$ cat config.mk
export PLATFORM = sky130hd
export DESIGN_NAME = min_tracking_stack_top
export DESIGN_NICKNAME = d
export VERILOG_FILES = /design/src/rtl/mts_pkg.sv /design/src/rtl/min_tracking_stack_top.sv /design/src/rtl/mts_ctrl.sv /design/src/rtl/mts_datapath.sv
export SDC_FILE = /design/constraint.sdc
export NUM_CORES = 2
export LEC_CHECK = 0
export BUFFER_PORTS_ARGS = -buffer_cell sky130_fd_sc_hd__buf_2
export CAP_MARGIN = 20
export CORE_ASPECT_RATIO = 1.75
export CORE_MARGIN = 3
export CORE_UTILIZATION = 25
export CTS_CLUSTER_DIAMETER = 200
export DETAILED_ROUTE_END_ITERATION = 6
export REMOVE_ABC_BUFFERS = 1
export SLEW_MARGIN = 20
export SYNTH_ARGS = -nofsm -noshare
export SYNTH_HDL_FRONTEND = slang
export SYNTH_SLANG_ARGS = --single-unit
$ cat constraint.sdc
create_clock -name aclk -period 10 [get_ports aclk]
set_input_delay 0.5 -clock aclk [delete_from_list [all_inputs] [get_ports aclk]]
set_output_delay 0.5 -clock aclk [all_outputs]
set_load 0.01 [all_outputs]
$ cat src/rtl/mts_pkg.sv
// Package for the minimum-tracking stack: widths, request and status codes,
// and the command bundle that the controller sends to the datapath.
// No dependencies; every other file of the block imports it.
package mts_pkg;

    localparam int DEPTH      = 64;
    localparam int DATA_WIDTH = 32;
    localparam int ENTRY_W    = DATA_WIDTH + 2;
    localparam int PTR_W      = $clog2(DEPTH + 1);
    localparam int ADDR_W     = $clog2(DEPTH);
    localparam int REQ_W      = 2;
    localparam int STATUS_W   = 2;

    // Result payload without padding, then rounded up to whole bytes.
    localparam int RES_W    = 3 * DATA_WIDTH + PTR_W + 1;
    localparam int TDATA_W  = ((RES_W + 7) / 8) * 8;
    localparam int S_TDATA_W = ((DATA_WIDTH + 7) / 8) * 8;

    localparam logic [REQ_W-1:0] REQ_PUSH   = 2'd0;
    localparam logic [REQ_W-1:0] REQ_POP    = 2'd1;
    localparam logic [REQ_W-1:0] REQ_REPORT = 2'd2;

    localparam logic [STATUS_W-1:0] ST_OK        = 2'd0;
    localparam logic [STATUS_W-1:0] ST_UNDERFLOW = 2'd1;
    localparam logic [STATUS_W-1:0] ST_OVERFLOW  = 2'd2;

    // Commands from the controller to the datapath.
    typedef struct packed {
        logic exec;    // apply the accepted request to the stack state
        logic finish;  // refill the cached top and load the result register
    } mts_cmd_t;

endpackage

$ cat src/rtl/min_tracking_stack_top.sv
// Top level of the minimum-tracking stack: stream ports, controller and
// datapath. Depends on mts_pkg, mts_ctrl and mts_datapath.
//
//   Channel  Direction  Transaction contents
//   s_       in         s_tuser: req_type; s_tdata: value
//   m_       out        m_tdata: popped_value, top_value, min_value,
//                       entry_count, is_empty; m_tuser: status
//
// Each request is accepted in the idle state, which applies the request to
// the stack pointer, the minimum and the entry memory; the refill state then
// moves the entry read from the memory port into the cached top and loads
// the result register. The single read port of the entry memory sets that
// refill state. A new request is taken while a finished result waits on the
// master side; the block only holds in its refill state while that result
// is still not taken. Reset is synchronous and active low; it empties the
// stack and clears the minimum, while the entry memory keeps its contents.
module min_tracking_stack_top
    import mts_pkg::*;
(
    input  logic                  aclk,
    input  logic                  aresetn,
    input  logic                  s_tvalid,
    output logic                  s_tready,
    input  logic [S_TDATA_W-1:0]  s_tdata,   // value
    input  logic [REQ_W-1:0]      s_tuser,   // req_type
    output logic                  m_tvalid,
    input  logic                  m_tready,
    // popped_value, top_value, min_value, entry_count, is_empty, zero padding
    output logic [TDATA_W-1:0]    m_tdata,
    output logic [STATUS_W-1:0]   m_tuser    // status
);

    mts_cmd_t cmd;

    // The controller sequences each transaction and owns the result-valid flag.
    mts_ctrl u_ctrl (
        .aclk     (aclk),
        .aresetn  (aresetn),
        .s_tvalid (s_tvalid),
        .s_tready (s_tready),
        .m_tvalid (m_tvalid),
        .m_tready (m_tready),
        .cmd      (cmd)
    );

    // The datapath holds the stack state and the result register.
    mts_datapath u_datapath (
        .aclk       (aclk),
        .aresetn    (aresetn),
        .cmd        (cmd),
        .req_type   (s_tuser),
        .value      (s_tdata[DATA_WIDTH-1:0]),
        .res_data   (m_tdata),
        .res_status (m_tuser)
    );

endmodule

$ cat src/rtl/mts_ctrl.sv
// Controller of the minimum-tracking stack: a two-state sequencer and the
// result-valid flag. Depends on mts_pkg.
module mts_ctrl
    import mts_pkg::*;
(
    input  logic     aclk,
    input  logic     aresetn,
    input  logic     s_tvalid,
    output logic     s_tready,
    output logic     m_tvalid,
    input  logic     m_tready,
    output mts_cmd_t cmd
);

    localparam logic ST_IDLE   = 1'b0;
    localparam logic ST_REFILL = 1'b1;

    logic state_reg, state_next;
    logic m_tvalid_reg, m_tvalid_next;
    logic out_free;

    assign out_free   = !m_tvalid_reg || m_tready;
    assign s_tready   = (state_reg == ST_IDLE);
    assign cmd.exec   = s_tready && s_tvalid;
    assign cmd.finish = (state_reg == ST_REFILL) && out_free;
    assign m_tvalid   = m_tvalid_reg;

    always_comb begin
        state_next    = state_reg;
        m_tvalid_next = m_tvalid_reg;
        if (m_tready) begin
            m_tvalid_next = 1'b0;
        end
        unique case (state_reg)
            ST_IDLE: begin
                if (s_tvalid) begin
                    state_next = ST_REFILL;
                end
            end
            ST_REFILL: begin
                if (out_free) begin
                    m_tvalid_next = 1'b1;
                    state_next    = ST_IDLE;
                end
            end
            default: state_next = ST_IDLE;
        endcase
    end

    always_ff @(posedge aclk) begin
        if (!aresetn) begin
            state_reg    <= ST_IDLE;
            m_tvalid_reg <= 1'b0;
        end else begin
            state_reg    <= state_next;
            m_tvalid_reg <= m_tvalid_next;
        end
    end

endmodule

$ cat src/rtl/mts_datapath.sv
// Datapath of the minimum-tracking stack: entry memory, cached top entry,
// minimum, stack pointer and result register. Depends on mts_pkg.
module mts_datapath
    import mts_pkg::*;
(
    input  logic                  aclk,
    input  logic                  aresetn,
    input  mts_cmd_t              cmd,
    input  logic [REQ_W-1:0]      req_type,
    input  logic [DATA_WIDTH-1:0] value,
    output logic [TDATA_W-1:0]    res_data,
    output logic [STATUS_W-1:0]   res_status
);

    logic [ENTRY_W-1:0] mem [DEPTH];

    logic [PTR_W-1:0]      sp_reg, sp_next;
    logic [DATA_WIDTH-1:0] min_reg, min_next;
    logic [ENTRY_W-1:0]    top_reg, top_next;
    logic [ENTRY_W-1:0]    rd_data_reg;
    logic                  refill_reg;
    logic [DATA_WIDTH-1:0] popped_reg, popped_next;
    logic [STATUS_W-1:0]   status_reg, status_next;
    logic [TDATA_W-1:0]    res_data_reg;
    logic [STATUS_W-1:0]   res_status_reg;

    logic                      is_push, is_pop, empty, full, push_ok, pop_ok;
    logic signed [ENTRY_W-1:0] x_ext, min_ext, top_s, new_entry, restored;
    logic [ENTRY_W-1:0]        new_top;
    logic [DATA_WIDTH-1:0]     top_dec, min_out;
    logic                      res_empty;

    assign is_push = (req_type == REQ_PUSH);
    assign is_pop  = (req_type == REQ_POP);
    assign empty   = (sp_reg == '0);
    assign full    = (sp_reg == PTR_W'(DEPTH));
    assign push_ok = is_push && !full;
    assign pop_ok  = is_pop && !empty;

    assign x_ext    = ENTRY_W'(signed'(value));
    assign min_ext  = ENTRY_W'(signed'(min_reg));
    assign top_s    = signed'(top_reg);
    assign restored = (min_ext <<< 1) - top_s;

    always_comb begin
        sp_next     = sp_reg;
        min_next    = min_reg;
        top_next    = top_reg;
        popped_next = '0;
        status_next = ST_OK;
        new_entry   = x_ext;
        if (push_ok) begin
            sp_next = sp_reg + PTR_W'(1);
            if (empty) begin
                min_next = value;
            end else if (x_ext <= min_ext) begin
                // Encoded entry marks where the minimum changed.
                new_entry = (x_ext <<< 1) - min_ext;
                min_next  = value;
            end
            top_next = new_entry;
        end else if (is_push) begin
            status_next = ST_OVERFLOW;
        end else if (pop_ok) begin
            sp_next = sp_reg - PTR_W'(1);
            if (top_s <= min_ext) begin
                popped_next = min_reg;
                min_next    = restored[DATA_WIDTH-1:0];
            end else begin
                popped_next = top_reg[DATA_WIDTH-1:0];
            end
        end else if (is_pop) begin
            status_next = ST_UNDERFLOW;
        end
    end

    // Entry memory: one write for a push, one registered read for the
    // entry that becomes the top after a pop.
    always_ff @(posedge aclk) begin
        if (cmd.exec && push_ok) begin
            mem[sp_reg[ADDR_W-1:0]] <= new_entry;
        end
        if (cmd.exec && pop_ok) begin
            rd_data_reg <= mem[ADDR_W'(sp_reg - PTR_W'(2))];
        end
    end

    // Result assembled from the state after the step.
    assign new_top   = refill_reg ? rd_data_reg : top_reg;
    assign res_empty = (sp_reg == '0);

    always_comb begin
        if (res_empty) begin
            top_dec = '0;
            min_out = '0;
        end else begin
            min_out = min_reg;
            top_dec = (signed'(new_top) <= min_ext) ? min_reg : new_top[DATA_WIDTH-1:0];
        end
    end

    always_ff @(posedge aclk) begin
        if (!aresetn) begin
            sp_reg  <= '0;
            min_reg <= '0;
        end else if (cmd.exec) begin
            sp_reg  <= sp_next;
            min_reg <= min_next;
        end
    end

    always_ff @(posedge aclk) begin
        if (cmd.exec) begin
            top_reg    <= top_next;
            popped_reg <= popped_next;
            status_reg <= status_next;
            refill_reg <= pop_ok;
        end else if (cmd.finish) begin
            top_reg <= new_top;
        end
        if (cmd.finish) begin
            res_data_reg   <= TDATA_W'({res_empty, sp_reg, min_out, top_dec, popped_reg});
            res_status_reg <= status_reg;
        end
    end

    assign res_data   = res_data_reg;
    assign res_status = res_status_reg;

endmodule

==> reports/results.txt <==
The run finished with clean final reports. The initial utilization of the core area, before any placement, comes to 25.12%. The logs give 6 for the first-pass iteration count of the detailed router and 0.005736 W for the switching component of the power.

The worst setup path is captured at a flip-flop. Of the total power, the clock network draws 35.2%. The final number of max-transition violations was 0.

The slowest stage of the critical path belongs to the cell sky130_fd_sc_hd__nor2_4. Using the TritonRoute via totals, the vias-per-cell ratio works out to 4.665. Power comes to 0.02291 W. Counting along the longest clock path gives a buffer depth of 4. Between clock sinks in the finished design, the worst skew comes to 0.07315 ns.

The run gives 146 as the count of pins on the block boundary. The share of the synthesized area in the top cell type was 72.31%; the total number of H-tree levels was 4. The number of hold-slack violations in the final timing report is 0, and the overall fraction of global-route tracks in use is 12.39%. The switching share of total power is 25.04%.

Clock root buffer master: sky130_fd_sc_hd__clkbuf_16. Routing usage on met1: 13.82%. The endpoint identified for the worst register-to-register timing path is u_datapath.mem[42][11]. The logs give 99,040 um2 for the post-synthesis cell area and 2,426 for the TritonCTS sink count.

The initial antenna violation count came out at 5. IR analysis of the VDD net gives a maximum drop of 0.1419 mV. The delay contributed by the slowest stage of the critical path works out to 0.97 ns. Setup violations remaining at the end of the flow were counted as 0.

The global-route wire length before repair is 371.2 mm, and the area added between synthesis and finish is 15.03%. Share of synthesized registers carrying an async set or reset: 0%. The routed via count came out at 49,390. For the worst setup path, the data required time is 10.48 ns. For the maximum number of pins on one net before global-route repair, the log shows 139. The worst register-to-register path has a setup slack of 4.23 ns.

For this design the ratio of total power to cell area is 201.1 nW/um2. Summing the sequential cell areas from Yosys gives 73.14% of the chip area. In this run the vertical extent of the chip is 838.6 um. The cell type group with the largest total delay on the critical path is simple AND/OR/NAND/NOR gates. Clock period minus worst slack: 5.770 ns. Number of cells on the worst hold path: 3. The congestion estimate from routability-driven global placement came to 0.8740.

The worst-path maximum fanout is 53, and the count of cells along the worst register-to-register path is 10. The transition time at the pin with the least slew margin is 1.123 ns. TritonCTS built the clock tree. For the worst hold margin, the log shows 0.09633 ns. In the synthesized netlist the dominant register cell turns out to be sky130_fd_sc_hd__edfxtp_1.

The worst min-delay path class is input port to flip-flop. The tools report the initial detailed-routing violation count as 4,335. The tightest slew margin relative to the limit was 24.57%. The met2 track utilization from global routing was 23.79%; the number of distinct library cells after synthesis was 75. The analysis attributes to cell leakage a power of 34.83 nW. The met3 track demand over resource in global routing was 1.105%. Setup repair after global routing left no endpoint under its margin.

Summed over all nets, the half-perimeter wirelength after detailed placement is 162.5 mm. The fraction of the cycle the final worst path needs works out to 57.70%. After routing, the total negative slack on setup checks comes to 0 ns. After detailed routing, the average wire length per cell comes to 24.27 um.

The number of flip-flops under the largest register name works out to 2,176. Max-cap violation count: 0. Cells with a size suffix above 1 make up 26.16% of the layout.

After detailed routing, the number of remaining DRC violations is 0. The floorplan has 305 rows. The count of instances resized after the clock tree is built was 0; the post-synthesis sequential element count was 2,426.

In this run the mean area of a mapped cell was 20.01 um2. The logs give 404,000 um2 for the area of the die and 0.86 ns for the clock network latency to the later pin of the worst-skew pair. The portion of total power attributed to combinational logic came out at 14.2%.

The startpoint identified for the worst register-to-register timing path is u_datapath.sp_reg[3]. The worst setup path is launched from a flip-flop. For the detailed-route wire length, the log shows 256.9 mm. The start point of the worst min-delay path was s_tdata[18]. The classification of the worst setup path was flip-flop to flip-flop. The run gives 4,950 as the number of cells produced by synthesis. The cell accounting for the most synthesized area is sky130_fd_sc_hd__edfxtp_1. Buffers inserted during clock tree synthesis total 203.

For this run, the number of Yosys warnings is 0. The proportion of power drawn by flip-flops and latches is 50.7%. The tools report the total overflow reported by the global router as 0. The maximum clock frequency is 173.3 MHz, and the critical path buffer and inverter count is 3.

During placement, the flow inserted port buffers numbering 145. Yosys mapped a number of flops with a built-in enable equal to 2,385. After clock tree synthesis, the clock-pin slew on the worst setup and hold paths is 0.07 ns. Walking the worst path, the cells encountered are or3_1 -> nor4_2 -> nand2_1 -> and2_2 -> buf_4 -> inv_2 -> nor3_1 -> nand2_1 -> nor2_4 -> buf_4.

The die width was 481.8 um. The global routing's busiest layer is met2. The internal power contribution came out at 0.01717 W. After synthesis, the cell types taking the most area are sky130_fd_sc_hd__edfxtp_1, sky130_fd_sc_hd__mux4_2, sky130_fd_sc_hd__ha_1, sky130_fd_sc_hd__nor2_1, sky130_fd_sc_hd__nand2_1. In this run the remaining antenna-violating nets after routing total 0. For the number of global-route vias before repair, the log shows 51,960. The worst hold path terminates at u_datapath.min_reg[18]. The signal arrival time at the worst endpoint is 6.25 ns.

In the final design database the tool counted 5,414 nets. The final cell utilization of the core came out at 28.90%. The core region is 394,200 um2.
-- final cells by class --
cell class              instances  area [um2]
inverters                      89       335.3
clock buffers                 242        5269
well taps                    5219        6530
multi-input cells            2182       25970
flip-flops and latches       2426       72450
clock inverters               125        1331
repair buffers                300        2036
fillers                     38240      280300
diodes                          3       7.507
-- layer usage --
layer / share of wire (%) / routed length (um) / vias to the layer above
li1: - / - / 20880
met1: 36 / 92550 / 26500
met2: 56 / 142700 / 1554
met3: 3.9 / 10120 / 451
met4: 4.5 / 11490 / 0
met5: 0 / 0 / -
-- metrics by stage --
| stage | worst slack, ns | cell area [um2] | std cells |
|---|---|---|---|
| 6_report | 4.230 | 113900 | 10590 |
| 2_1_floorplan | -17.80 | 97990 | 4697 |
| 3_5_place_dp | 4.386 | 107100 | 10200 |
| 4_1_cts | 4.342 | 113900 | 10580 |
| 5_1_grt | 4.060 | 113900 | 10580 |
| 3_3_place_gp | 4.429 | 107100 | 10200 |
-- power by group through the flow --
stage / logic (W) / registers [W] / clock network (W)
floorplan: 0.00277 / 0.0120 / 0
global placement: 0.00323 / 0.0118 / 0
detailed placement: 0.00327 / 0.0118 / 0
CTS: 0.00328 / 0.0116 / 0.00825
global route: 0.00348 / 0.0116 / 0.00860
finish: 0.00325 / 0.0116 / 0.00806
-- how the worst max path moves through the flow --
stage	start	to	slack (ns)	depth (start not counted)
floorplan	u_datapath.sp_reg[0]	u_datapath.mem[0][27]	-17.80	5
global route	u_datapath.sp_reg[3]	u_datapath.mem[42][11]	4.06	10
global placement	u_datapath.sp_reg[3]	u_datapath.mem[42][11]	4.43	10
finish	u_datapath.sp_reg[3]	u_datapath.mem[42][11]	4.23	10
CTS	u_datapath.sp_reg[3]	u_datapath.mem[42][11]	4.34	10
detailed placement	u_datapath.sp_reg[3]	u_datapath.mem[42][2]	4.39	10
-- cells by family (layout without fill, tap and decap cells) --
group | count (synthesis) | in the layout | synth area share (%)
XOR/XNOR | 65 | 65 | 0.5748
adder cells (fa/ha/maj) | 174 | 174 | 2.221
flip-flops | 2426 | 2426 | 73.14
multiplexers | 742 | 742 | 16.30
AND/OR/NAND/NOR | 678 | 678 | 2.955
other | 0 | 3 | 0
AO/OA/AOI/OAI | 523 | 523 | 3.406
buffers and inverters | 342 | 756 | 1.402
-- what timing repair did --
| action | 4_1_cts | 5_1_grt |
|---|---|---|
| endpoints found under the hold margin | 11 | 0 |
| hold buffers | 11 | 0 |
| setup buffers | 0 | 0 |
-- cell usage in the layout (no fill, tap or decap), types with 54 or more instances in the layout --
master | Yosys | routed
sky130_fd_sc_hd__a21o_1 | 62 | 62
sky130_fd_sc_hd__nand2_1 | 236 | 225
sky130_fd_sc_hd__nor2_4 | 0 | 67
sky130_fd_sc_hd__clkbuf_16 | 0 | 205
sky130_fd_sc_hd__a211oi_1 | 54 | 54
sky130_fd_sc_hd__edfxtp_1 | 2385 | 2385
sky130_fd_sc_hd__ha_1 | 171 | 170
sky130_fd_sc_hd__o21ai_0 | 102 | 90
sky130_fd_sc_hd__nor2_1 | 282 | 215
sky130_fd_sc_hd__buf_4 | 0 | 135
sky130_fd_sc_hd__buf_2 | 78 | 146
sky130_fd_sc_hd__a21oi_1 | 155 | 155
sky130_fd_sc_hd__inv_1 | 88 | 86
sky130_fd_sc_hd__mux4_2 | 696 | 696
-- tightest hold or removal path: cells and delay by family --
kind,cells,cell delay (ns)
and+or+nand+nor,1,0.13
AOI/OAI and AO/OA,1,0.10
buffers and inverters,1,0.17
-- Yosys cell counts (all sizes together) (4+ instances only) --
cell type  instances
nor2             282
nand3b             4
nand4             28
nand3             23
clkbuf           136
xor2              24
a211oi            54
mux2i             40
o21bai             8
a21oi            156
xnor2             41
edfxtp          2385
nand2b            10
a21o              63
a221oi             4
nor2b             27
and2              16
nor3              20
dfxtp             41
buf              116
o21ai            104
a31o               4
nand2            236
nor4               6
nor3b              4
a2111oi            4
mux2               6
o211ai            24
o31ai              8
or3b               4
or3                5
inv               88
and3               6
ha               171
mux4             696
o21a               9
a31oi             32
o211a             23
Note: power is estimated with default switching activity, not from simulation.
